===== config.mk =====
export PLATFORM = sky130hd
export DESIGN_NAME = ryb_wheel_hue_rotation
export DESIGN_NICKNAME = d
export VERILOG_FILES = /design/src/rtl/core/rwhr_pkg.sv /design/src/rtl/core/ryb_wheel_hue_rotation.sv
export SDC_FILE = /design/constraint.sdc
export NUM_CORES = 2
export LEC_CHECK = 0
export BUFFER_PORTS_ARGS = -buffer_cell sky130_fd_sc_hd__buf_4
export CORE_ASPECT_RATIO = 2
export CORE_UTILIZATION = 40
export CTS_BUF_LIST = sky130_fd_sc_hd__clkbuf_2 sky130_fd_sc_hd__clkbuf_4 sky130_fd_sc_hd__clkbuf_8
export DETAILED_ROUTE_END_ITERATION = 7
export HOLD_SLACK_MARGIN = 0.12
export PLACE_DENSITY = 0.53
export SLEW_MARGIN = 20
export SYNTH_ARGS = -nofsm -noshare
export SYNTH_HDL_FRONTEND = slang
export SYNTH_SLANG_ARGS = --single-unit

===== constraint.sdc =====
create_clock -name clk_i -period 11.64 [get_ports clk_i]
set_input_delay 2.328 -clock clk_i [delete_from_list [all_inputs] [get_ports clk_i]]
set_output_delay 2.328 -clock clk_i [all_outputs]
set_load 0.02 [all_outputs]

===== src/rtl/core/rwhr_pkg.sv =====
`timescale 1ns / 1ps
// ----------------------------------------------------------------------------
// rwhr_pkg
// Shared types and constants of the ryb wheel hue rotation block.
// ----------------------------------------------------------------------------
package rwhr_pkg;

  // input pixel word
  typedef struct packed {
    logic [7:0] red_in;
    logic [7:0] green_in;
    logic [7:0] blue_in;
  } rwhr_in_t;

  // output pixel word
  typedef struct packed {
    logic [7:0] red_out;
    logic [7:0] green_out;
    logic [7:0] blue_out;
  } rwhr_out_t;

  // angle constants in whole degrees
  localparam int unsigned FULL_DEG  = 360;
  localparam int unsigned SIXTH_DEG = 60;
  localparam int unsigned SEG_SPAN  = 15;
  localparam int unsigned NUM_SEG   = 24;
  localparam logic [8:0]  ROT_RESET = 9'd180;

  // rgb hue at each wheel knot, the wheel angle of knot i is 15*i
  localparam logic [8:0] WHEEL_Y [0:24] = '{
    9'd0,   9'd8,   9'd17,  9'd26,  9'd34,  9'd41,  9'd48,  9'd54,  9'd60,
    9'd81,  9'd103, 9'd123, 9'd138, 9'd155, 9'd171, 9'd187, 9'd204, 9'd219,
    9'd234, 9'd251, 9'd267, 9'd282, 9'd298, 9'd329, 9'd360
  };

endpackage


===== src/rtl/core/ryb_wheel_hue_rotation.sv =====
`timescale 1ns / 1ps
// ----------------------------------------------------------------------------
// ryb_wheel_hue_rotation
// Rotates the hue of an rgb pixel on the red-yellow-blue artist wheel.
// Throughput: one word per cycle while the output is not stalled;
// the hue divider retires four quotient bits per stage and each later
// stage holds at most one multiplier.
// Reset clears all valid bits and sets the rotation to 180 degrees.
// ----------------------------------------------------------------------------
module ryb_wheel_hue_rotation
  import rwhr_pkg::*;
#(
  parameter int HUE_FRAC_BITS = 8
) (
  input  logic       clk_i,
  input  logic       rst_ni,
  input  logic       in_valid_i,
  output logic       in_stall_o,
  input  rwhr_in_t   in_data_i,
  output logic       out_valid_o,
  input  logic       out_stall_i,
  output rwhr_out_t  out_data_o,
  input  logic       cfg_we_i,
  input  logic [8:0] cfg_wdata_i
);

  localparam int F      = HUE_FRAC_BITS;
  localparam int HW     = F + 9;
  localparam int NW     = F + 17;
  localparam int DS     = (NW + 3) / 4;
  localparam int NWP    = DS * 4;
  localparam int NS     = DS + 12;
  localparam int OFF_FW = F + 5;
  localparam int NUM_FW = F + 9;
  localparam int KF     = F + 14;
  localparam int RF_W   = F + 12;
  localparam int PF_W   = NUM_FW + RF_W;
  localparam int OFF_RW = F + 4;
  localparam int NUM_RW = F + 9;
  localparam int KR     = F + 13;
  localparam int RR_W   = F + 10;
  localparam int PR_W   = NUM_RW + RR_W;
  localparam longint unsigned RR_V = ((64'd1 << KR) + 64'd14) / 64'd15;
  localparam int RM_W   = F + 6;
  localparam int BP_W   = RM_W + 8;
  localparam int KB     = 20;
  localparam int UP_W   = 29;
  localparam longint unsigned RB_V = ((64'd1 << KB) + 64'd59) / 64'd60;

  localparam logic [HW:0] FULL_FX = (HW+1)'(FULL_DEG) << F;

  typedef enum logic [2:0] {
    SEC_RED_GREEN_UP, SEC_RED_DOWN, SEC_BLUE_UP, SEC_GREEN_DOWN,
    SEC_RED_UP, SEC_BLUE_DOWN
  } sec_e;

  typedef struct packed {
    logic [7:0] mx;
    logic [7:0] mn;
    logic [7:0] d;
    logic       gray;
  } pix_t;

  typedef struct packed {
    pix_t        pix;
    logic [16:0] num;
  } front_t;

  typedef struct packed {
    pix_t           pix;
    logic [16:0]    num;
    logic [7:0]     rem;
    logic [NWP-1:0] quo;
  } div_t;

  typedef struct packed {
    pix_t              pix;
    logic [4:0]        seg;
    logic [OFF_FW-1:0] off;
  } fm1_t;

  typedef struct packed {
    pix_t            pix;
    logic [4:0]      seg;
    logic [PF_W-1:0] prod;
  } fm2_t;

  typedef struct packed {
    pix_t          pix;
    logic [HW-1:0] ang;
  } ang_t;

  typedef struct packed {
    pix_t              pix;
    logic [4:0]        seg;
    logic [OFF_RW-1:0] off;
  } rm1_t;

  typedef struct packed {
    pix_t              pix;
    logic [4:0]        seg;
    logic [NUM_RW-1:0] num;
  } rm2_t;

  typedef struct packed {
    pix_t            pix;
    logic [4:0]      seg;
    logic [PR_W-1:0] prod;
  } rm3_t;

  typedef struct packed {
    pix_t            pix;
    sec_e            sec;
    logic [RM_W-1:0] rm;
  } r1_t;

  typedef struct packed {
    pix_t            pix;
    sec_e            sec;
    logic [BP_W-1:0] bp;
  } r2_t;

  typedef struct packed {
    pix_t            pix;
    sec_e            sec;
    logic [BP_W-1:0] bp;
    logic [7:0]      up;
  } r3_t;

  // segment slopes and reciprocals
  logic [4:0]      seg_dy    [NUM_SEG];
  logic [RF_W-1:0] fwd_recip [NUM_SEG];

  for (genvar i = 0; i < NUM_SEG; i++) begin : g_seg
    localparam longint unsigned DY = longint'(WHEEL_Y[i+1]) - longint'(WHEEL_Y[i]);
    localparam longint unsigned RV = ((64'd1 << KF) + DY - 64'd1) / DY;
    assign seg_dy[i]    = 5'(DY);
    assign fwd_recip[i] = RF_W'(RV);
  end

  // rotation register
  logic [8:0] rot_q;

  always_ff @(posedge clk_i or negedge rst_ni) begin
    if (!rst_ni) begin
      rot_q <= ROT_RESET;
    end else if (cfg_we_i) begin
      rot_q <= cfg_wdata_i;
    end
  end

  // stage enables, a stage moves when empty or when the next one moves
  logic [NS-1:0] vld_q;
  logic [NS-1:0] en;

  always_comb begin
    en[NS-1] = !vld_q[NS-1] || !out_stall_i;
    for (int k = NS - 2; k >= 0; k--) begin
      en[k] = !vld_q[k] || en[k+1];
    end
  end

  assign in_stall_o  = !en[0];
  assign out_valid_o = vld_q[NS-1];

  always_ff @(posedge clk_i or negedge rst_ni) begin
    if (!rst_ni) begin
      vld_q <= '0;
    end else begin
      if (en[0]) begin
        vld_q[0] <= in_valid_i;
      end
      for (int k = 1; k < NS; k++) begin
        if (en[k]) begin
          vld_q[k] <= vld_q[k-1];
        end
      end
    end
  end

  // front: extremes, chroma and hue numerator
  front_t front_d, front_q;

  always_comb begin
    logic [7:0] r, g, b, mx, mn, d;
    logic [16:0] d17;
    r   = in_data_i.red_in;
    g   = in_data_i.green_in;
    b   = in_data_i.blue_in;
    mx  = (r > g) ? r : g;
    mx  = (b > mx) ? b : mx;
    mn  = (r < g) ? r : g;
    mn  = (b < mn) ? b : mn;
    d   = mx - mn;
    d17 = 17'(d);
    if (r == mx) begin
      if (g >= b) begin
        front_d.num = 17'(g - b) * 17'd60;
      end else begin
        front_d.num = d17 * 17'd360 - 17'(b - g) * 17'd60;
      end
    end else if (g == mx) begin
      if (b >= r) begin
        front_d.num = d17 * 17'd120 + 17'(b - r) * 17'd60;
      end else begin
        front_d.num = d17 * 17'd120 - 17'(r - b) * 17'd60;
      end
    end else begin
      if (r >= g) begin
        front_d.num = d17 * 17'd240 + 17'(r - g) * 17'd60;
      end else begin
        front_d.num = d17 * 17'd240 - 17'(g - r) * 17'd60;
      end
    end
    front_d.pix.mx   = mx;
    front_d.pix.mn   = mn;
    front_d.pix.d    = d;
    front_d.pix.gray = (d == 8'd0);
  end

  always_ff @(posedge clk_i) begin
    if (en[0]) begin
      front_q <= front_d;
    end
  end

  // hue divider, four quotient bits per stage
  div_t div_src [DS];
  div_t div_d   [DS];
  div_t div_q   [DS];

  for (genvar s = 0; s < DS; s++) begin : g_div
    if (s == 0) begin : g_first
      assign div_src[s] = '{pix: front_q.pix, num: front_q.num, rem: '0, quo: '0};
    end else begin : g_next
      assign div_src[s] = div_q[s-1];
    end

    always_comb begin
      logic [NWP-1:0] dvd;
      logic [8:0]     r9;
      logic [7:0]     rem;
      logic [NWP-1:0] quo;
      dvd = NWP'(div_src[s].num) << F;
      rem = div_src[s].rem;
      quo = div_src[s].quo;
      for (int t = 0; t < 4; t++) begin
        r9 = {rem, dvd[NWP-1-4*s-t]};
        if (r9 >= {1'b0, div_src[s].pix.d}) begin
          rem = 8'(r9 - {1'b0, div_src[s].pix.d});
          quo = {quo[NWP-2:0], 1'b1};
        end else begin
          rem = r9[7:0];
          quo = {quo[NWP-2:0], 1'b0};
        end
      end
      div_d[s]     = div_src[s];
      div_d[s].rem = rem;
      div_d[s].quo = quo;
    end

    always_ff @(posedge clk_i) begin
      if (en[s+1]) begin
        div_q[s] <= div_d[s];
      end
    end
  end

  // forward map, segment search
  fm1_t fm1_d, fm1_q;

  always_comb begin
    logic [HW-1:0] h;
    logic [4:0]    seg;
    h   = div_q[DS-1].quo[HW-1:0];
    seg = '0;
    for (int k = 1; k < NUM_SEG; k++) begin
      if (h >= (HW'(WHEEL_Y[k]) << F)) begin
        seg = 5'(k);
      end
    end
    fm1_d.pix = div_q[DS-1].pix;
    fm1_d.seg = seg;
    fm1_d.off = OFF_FW'(h - (HW'(WHEEL_Y[seg]) << F));
  end

  always_ff @(posedge clk_i) begin
    if (en[DS+1]) begin
      fm1_q <= fm1_d;
    end
  end

  // forward map, scale by 15 and divide by the segment rise
  fm2_t fm2_d, fm2_q;

  always_comb begin
    logic [NUM_FW-1:0] n;
    n = (NUM_FW'(fm1_q.off) << 4) - NUM_FW'(fm1_q.off);
    fm2_d.pix  = fm1_q.pix;
    fm2_d.seg  = fm1_q.seg;
    fm2_d.prod = PF_W'(n) * PF_W'(fwd_recip[fm1_q.seg]);
  end

  always_ff @(posedge clk_i) begin
    if (en[DS+2]) begin
      fm2_q <= fm2_d;
    end
  end

  // wheel angle plus rotation, modulo a full turn
  ang_t fm3_d, fm3_q;

  always_comb begin
    logic [8:0]  rot;
    logic [HW:0] a;
    rot = (rot_q >= 9'(FULL_DEG)) ? rot_q - 9'(FULL_DEG) : rot_q;
    a   = ((HW+1)'(fm2_q.seg) * (HW+1)'(SEG_SPAN) << F)
        + (HW+1)'(fm2_q.prod[KF +: F+4])
        + ((HW+1)'(rot) << F);
    if (a >= FULL_FX) begin
      a = a - FULL_FX;
    end
    fm3_d.pix = fm2_q.pix;
    fm3_d.ang = a[HW-1:0];
  end

  always_ff @(posedge clk_i) begin
    if (en[DS+3]) begin
      fm3_q <= fm3_d;
    end
  end

  // reverse map, segment search on the even wheel spacing
  rm1_t rm1_d, rm1_q;

  always_comb begin
    logic [4:0] seg;
    seg = '0;
    for (int k = 1; k < NUM_SEG; k++) begin
      if (fm3_q.ang >= (HW'(k * SEG_SPAN) << F)) begin
        seg = 5'(k);
      end
    end
    rm1_d.pix = fm3_q.pix;
    rm1_d.seg = seg;
    rm1_d.off = OFF_RW'(fm3_q.ang - (HW'(seg) * HW'(SEG_SPAN) << F));
  end

  always_ff @(posedge clk_i) begin
    if (en[DS+4]) begin
      rm1_q <= rm1_d;
    end
  end

  // reverse map, scale by the segment rise
  rm2_t rm2_d, rm2_q;

  always_comb begin
    rm2_d.pix = rm1_q.pix;
    rm2_d.seg = rm1_q.seg;
    rm2_d.num = NUM_RW'(seg_dy[rm1_q.seg]) * NUM_RW'(rm1_q.off);
  end

  always_ff @(posedge clk_i) begin
    if (en[DS+5]) begin
      rm2_q <= rm2_d;
    end
  end

  // reverse map, divide by 15
  rm3_t rm3_d, rm3_q;

  always_comb begin
    rm3_d.pix  = rm2_q.pix;
    rm3_d.seg  = rm2_q.seg;
    rm3_d.prod = PR_W'(rm2_q.num) * PR_W'(RR_V);
  end

  always_ff @(posedge clk_i) begin
    if (en[DS+6]) begin
      rm3_q <= rm3_d;
    end
  end

  // rgb hue back from the segment knot
  ang_t rm4_d, rm4_q;

  always_comb begin
    logic [HW:0] h;
    h = ((HW+1)'(WHEEL_Y[rm3_q.seg]) << F) + (HW+1)'(rm3_q.prod[KR +: F+5]);
    if (h >= FULL_FX) begin
      h = h - FULL_FX;
    end
    rm4_d.pix = rm3_q.pix;
    rm4_d.ang = h[HW-1:0];
  end

  always_ff @(posedge clk_i) begin
    if (en[DS+7]) begin
      rm4_q <= rm4_d;
    end
  end

  // rebuild, sector and remainder
  r1_t r1_d, r1_q;

  always_comb begin
    sec_e sec;
    sec = SEC_RED_GREEN_UP;
    for (int k = 1; k < 6; k++) begin
      if (rm4_q.ang >= (HW'(k * SIXTH_DEG) << F)) begin
        sec = sec_e'(3'(k));
      end
    end
    r1_d.pix = rm4_q.pix;
    r1_d.sec = sec;
    r1_d.rm  = RM_W'(rm4_q.ang - (HW'(sec) * HW'(SIXTH_DEG) << F));
  end

  always_ff @(posedge clk_i) begin
    if (en[DS+8]) begin
      r1_q <= r1_d;
    end
  end

  // rebuild, chroma times remainder
  r2_t r2_d, r2_q;

  always_comb begin
    r2_d.pix = r1_q.pix;
    r2_d.sec = r1_q.sec;
    r2_d.bp  = BP_W'(r1_q.pix.d) * BP_W'(r1_q.rm);
  end

  always_ff @(posedge clk_i) begin
    if (en[DS+9]) begin
      r2_q <= r2_d;
    end
  end

  // rebuild, divide by one sixth of a turn
  r3_t r3_d, r3_q;

  always_comb begin
    logic [UP_W-1:0] upp;
    upp = UP_W'(r2_q.bp >> F) * UP_W'(RB_V);
    r3_d.pix = r2_q.pix;
    r3_d.sec = r2_q.sec;
    r3_d.bp  = r2_q.bp;
    r3_d.up  = upp[KB +: 8];
  end

  always_ff @(posedge clk_i) begin
    if (en[DS+10]) begin
      r3_q <= r3_d;
    end
  end

  // rebuild, channel select into the output register
  rwhr_out_t out_d, out_q;

  always_comb begin
    logic       exact;
    logic [7:0] dn, rise, fall, mx, mn;
    mx    = r3_q.pix.mx;
    mn    = r3_q.pix.mn;
    exact = (r3_q.bp == (BP_W'(r3_q.up) * BP_W'(SIXTH_DEG) << F));
    dn    = r3_q.up + 8'(!exact);
    rise  = mn + r3_q.up;
    fall  = mx - dn;
    case (r3_q.sec)
      SEC_RED_GREEN_UP: out_d = '{red_out: mx,   green_out: rise, blue_out: mn};
      SEC_RED_DOWN:     out_d = '{red_out: fall, green_out: mx,   blue_out: mn};
      SEC_BLUE_UP:      out_d = '{red_out: mn,   green_out: mx,   blue_out: rise};
      SEC_GREEN_DOWN:   out_d = '{red_out: mn,   green_out: fall, blue_out: mx};
      SEC_RED_UP:       out_d = '{red_out: rise, green_out: mn,   blue_out: mx};
      default:          out_d = '{red_out: mx,   green_out: mn,   blue_out: fall};
    endcase
    if (r3_q.pix.gray) begin
      out_d = '{red_out: mx, green_out: mx, blue_out: mx};
    end
  end

  always_ff @(posedge clk_i) begin
    if (en[NS-1]) begin
      out_q <= out_d;
    end
  end

  assign out_data_o = out_q;

endmodule


==> Word level (Yosys, flattened, before mapping) <==
Memory sizes are Yosys's and may differ from the RTL's.
Cells that the tools add are included.
{ "classes": {"addsub": 53, "mul": 18, "n_lt_le_gt_ge": 93, "eq_ne": 7, "mux": 143, "bitwise_logic": 4, "n_reduce_logical": 43} }
{ "ops": {"columns": ["cell", "n"], "rows": [
  ["$ge 17x16->1 const B", 19],
  ["$mux 8", 32],
  ["$ge 9x8->1", 27],
  ["$mux 5", 48],
  ["$sub 8x8->8", 29],
  ["$ge 17x17->1 const B", 11],
  ["$ge 17x14->1 const B", 8],
  ["$ge 17x15->1 const B", 8],
  ["$pmux 24 s5", 1],
  ["$mux 17", 7],
  ["$mul 17x4->15 const B", 6],
  ["$sub 8x8->9", 6],
  ["$ge 17x13->1 const B", 3],
  ["$mux 1", 45],
  ["$mux 20", 2],
  ["$ge 18x17->1 const B", 2],
  ["$mul 8x4->12 const B", 3],
  ["$ge 17x12->1 const B", 2],
  ["$mul 17x18->34 const B", 1],
  ["$mul 17x20->34", 1],
  ["$sub 17x17->17 const B", 2],
  ["$mul 14x15->28 const B", 1],
  ["$mux 9", 3],
  ["$ge 6x6->1 const B", 4],
  ["39 further kinds", 90]
]} }
{ "totals": {"register_bits": 572, "ramBits": 546, "mem_bits_ro": 1376, "inputBits": 38, "memories": 5} }
{ "mem_list": {"columns": ["name", "words", "word_bits", "read_ports", "rd_ports_with_merged_regs", "write_ports", "line", "text"], "rows": [
  ["(no name shown)", 32, 20, 1, 0, 0, "ryb_wheel_hue_rotation.sv:301", "fm2_d.prod = PF_W'(n) * PF_W'(fwd_recip[fm1_q.seg]);"],
  ["div_q", 7, 78, 7, 0, 7, "ryb_wheel_hue_rotation.sv:230", "div_t div_q [DS];"],
  ["(no name shown)", 32, 9, 1, 0, 0, "ryb_wheel_hue_rotation.sv:390", "h = ((HW+1)'(WHEEL_Y[rm3_q.seg]) << F) + (HW+1)'(rm3_q.prod[KR +: F+5]);"],
  ["(no name shown)", 32, 9, 1, 0, 0, "ryb_wheel_hue_rotation.sv:284", "fm1_d.off = OFF_FW'(h - (HW'(WHEEL_Y[seg]) << F));"],
  ["(no name shown)", 32, 5, 1, 0, 0, "ryb_wheel_hue_rotation.sv:361", "rm2_d.num = NUM_RW'(seg_dy[rm1_q.seg]) * NUM_RW'(rm1_q.off);"]
]} }

==> Longest topological paths before layout <==
An unclocked memory read counts as a cell.
{ "depth": {"depth_word": 30, "depth_mapped": 52, "mapped_depth_nobuf": 49} }

==> Worst setup path before layout <==
Ideal clock, no wire load.
{ "synth_timing": {"path_type": "input -> register", "from": "input port in_data_i[9] (netlist name)", "to": "register front_q, in the netlist div_d[519] (data pin)", "setup_time_ns": 0.148, "arrival_time_ns": 10.958, "t_required_ns": 11.492, "setup_slack_ns": 0.534, "path_stages": 45, "n_path_buf": 1, "cell_sequence": "inv_1 ha_1 nor2b_1 o31a_1 o2111ai_1 nand2_1 clkbuf_1 nor2_1 a21oi_1 ha_1 nand3_1 a211oi_1 nor2_1 or4_4 a22oi_2 nor2_1 a21oi_2 inv_1 [9 not listed] inv_1 ha_1 a21oi_1 o21ai_0 a21oi_1 o21bai_1 a21oi_1 o21bai_1 a21oi_1 xnor2_1 ha_1 or3_1 o21ai_0 a21oi_1 xnor2_1 mux2i_1 mux2_1 mux2i_1"} }
{ "synth_rtl": {"columns": ["element", "line", "text"], "rows": [
  ["start, declared", "ryb_wheel_hue_rotation.sv:19", "input rwhr_in_t in_data_i,"],
  ["end signal, assigned", "ryb_wheel_hue_rotation.sv:223", "front_q <= front_d;"],
  ["end, declared", "ryb_wheel_hue_rotation.sv:182", "front_t front_d, front_q;"]
]} }

==> results by group <==
Clock tree
  – Sink Count: ~830
  – Clk Latency, worst-skew pair: ~0.81 ns
  – Hold buffer count at CTS: 0
  – Total CTS buffers: approximately 120
  – CTS clk-pin slew, worst paths: 0.07 ns
  – Clock buffer depth: 3
  – Htree depth: 3
  – Root Driver: clkbuf_8
  – CTS tree: yes

Finish
  – Fraction of layout cells with a size suffix above 1: between 9 and 10%
  – Syn-to-layout area delta: 10.1%
  – Fin nets: 8897

GRT
  – Initial antenna violation count: 5
  – Largest net degree at the start of global routing: 53
  – GRT Total Usage: a little over a fifth
  – First-pass GRT wire length: roughly 300000 µm
  – Number of global-route vias before repair: around 56000
  – GRT overflow: 0

Placement
  – IO buf count: 63
  – Final HPWL DP: 165000 µm
  – Pre-CTS setup slack: -0.0911 ns
  – Final Wtd Congestion: between 0.9 and 1

Timing
  – Worst Setup Slack, final: between 0.5 and 0.6 ns
  – Final Cycle Share: between 90 and 100%
  – Total negative slack: 0 ns
  – RSZ-0062 raised after global routing: false
  – Setup-failing EPs final: 0
  – Max Fclk: 90.5 MHz
  – Max Slew Vio Count: 0
  – Rel. slew slack: a little under a third
  – Final hold violations: 0
  – Crit path time final: 11.05 ns
  – Worst clock skew: around 0.054 ns
  – Actual slew at the worst max-slew pin: between 1 and 1.5 ns

Logic synthesis
  – Post-Syn Area per Cell: between 10 and 15 µm²
  – Syn Inst Count: 7055
  – Post-synth EDFFs: about 800
  – Dominant cells by area after synthesis: edfxtp_1 (32%), fa_1 (16%), ha_1 (16%)
  – Post-synth top area share: between 30 and 40%
  – Ys Warns: 0
  – Commonest register cell after synthesis: edfxtp_1
  – Most frequent cell after synthesis: inv_1
  – Asr flop ratio synth: approximately 3.4%
  – Yosys top cell by area: edfxtp_1
  – Synth unique cells: 99
  – Post-Syn Area: 74100 µm²
  – Commonest cells post-synth: inv_1 (1119), ha_1 (924), edfxtp_1 (799), fa_1 (590), nand2_1 (582)
  – Yosys reg bits: slightly above 800
  – Share of the yosys chip area belonging to registers: ~33%

Status
  – Status: complete, no violations

Floorplan
  – CORE AREA: 184000 µm²
  – Initial cell density of the core: about two fifths
  – Die Ht: ~610 µm
  – Die area: 187000 µm²
  – Die Width: around 310 µm
  – Ports: 64
  – Cell Rows: roughly 220

Worst setup path
  – WP buf/inv: 11
  – Critical Path Slowest Stage Cell: or4_4
  – Crit path largest cell delay: just over 0.6 ns
  – CP top delay family: compound AO/OA/AOI/OAI gates
  – Crit end category: register
  – Worst reg2reg path depth: between 40 and 50
  – CP Max Fanout: 8
  – Critical path type: input pin to register
  – WP data arrival: 11.66 ns
  – CP required: ~12 ns
  – Startpoint types: input pin
  – WP depth: 45

Detailed routing
  – Number of routed nets with antenna violations: 0
  – Final WL: 195000 µm
  – DRT iter0 DRCs: 1659
  – Residual DRC: 0
  – First-pass DRT Iterations: 5
  – Via/cell ratio: between 5 and 6
  – Via count: 50979
  – WL/cell: 19.9 µm

Job
  – Max Cap Violations: 0

Worst hold path
  – Hold depth: 0
  – Min-delay worst type: register to register
[through the flow]
step / cells / cell area [µm²] / hold slack (ns) / utilization, %
4_1_cts: 9803 / 81500 / 0.373 / 44.3
2_1_floorplan: 7057 / 74100 / 0.400 / -
5_1_grt: 9806 / 81600 / 0.387 / 44.3
3_3_place_gp: 9588 / 79000 / 0.400 / 42.9
6_report: 9807 / 81600 / 0.391 / 44.3
3_5_place_dp: 9588 / 79000 / 0.405 / 42.9
[final timing paths]
path	startpoint	slack, ns	end
max in group asynchronous	rst_ni	9.61	vld_q[10]$_DFFE_PN0P_
worst min register to register	fm1_q[20]$_DFFE_PP_	0.39	fm2_q[44]$_DFFE_PP_
worst max register to register	div_q[2][56]$_DFFE_PP_	0.82	div_q[3][35]$_DFFE_PP_
worst min-delay path	fm1_q[20]$_DFFE_PP_	0.39	fm2_q[44]$_DFFE_PP_
worst max-delay path	in_data_i[9]	0.59	div_d[520]$_DFFE_PN_
min in group asynchronous	rst_ni	1.58	vld_q[0]$_DFFE_PN0N_
[final cells by class]
| cell class | instances | area [µm²] |
|---|---|---|
| antenna | 2 | 5.00 |
| clock buffer | 155 | 1910 |
| clock inverter | 60 | 634 |
| fill | 17655 | 103000 |
| inverter | 1123 | 4220 |
| multi-input combinational | 4950 | 44700 |
| sequential | 827 | 24700 |
| tap | 2362 | 2960 |
| timing repair buffer | 328 | 2460 |
[what timing repair did]
action	CTS	global route
setup endpoints to repair	0	22
resized for setup	0	12
setup buffers	0	2
[state kept, by name (all words and copies together), names as in the netlist]
register and flops:
r2_q 42, rm1_q 42, rm2_q 47, vld_q 19
rm3_q 43, fm2_q 42, fm3_q 42, r1_q 42
r3_q 50, fm1_q 43, div_d 40, r1_d 25
rot_q 9, div_q 300, out_data_o 24, rm4_q 17
[layout by cell type, fill, tap and decap left out, types with 20 or more instances in the layout]
cell type and n:
xnor2_1 344, mux2_2 113, a31oi_1 27, fa_1 590
clkinv_1 21, or3_1 20, nand2b_1 78, a21oi_1 366
nor3_1 66, ha_1 924, nor2_1 375, edfxtp_1 799
o31ai_1 26, nor2b_1 75, a211oi_1 22, and3_1 33
a21o_1 167, buf_4 328, dfrtp_1 24, o21ai_0 269
nand4_1 45, nand2_1 574, o21bai_1 98, inv_1 1114
or2_2 20, mux2i_1 62, a21boi_0 35, and2_1 124
xor2_1 123, clkbuf_4 35, o21a_1 50, nand3_1 64
clkbuf_8 120
[per-layer routing]
layer / vias to the layer above / GRT usage [%] / wire (µm)
met1: 25056 / 16.3 / 56400
met2: 922 / 45.8 / 118000
met3: 529 / 1.62 / 3990
met5: - / 0 / 0
met4: 0 / 15.6 / 16700
li1: 24472 / - / -
[logic make-up after synthesis]
kind of cell / Yosys count / share of synthesized area (%)
AOI/OAI and AO/OA: 1246 / 10.7
xor gates and xnor gates: 474 / 5.64
adders and majority gates: 1517 / 31.6
buffers and inverters: 1280 / 6.54
DFF: 827 / 33.3
muxes: 181 / 2.65
other: 1 / 0.00506
and+or+nand+nor: 1529 / 9.57
Power is left out: the tool's default activity adds up to more than one toggle a clock period on the data nets, which glitch-free logic cannot reach.
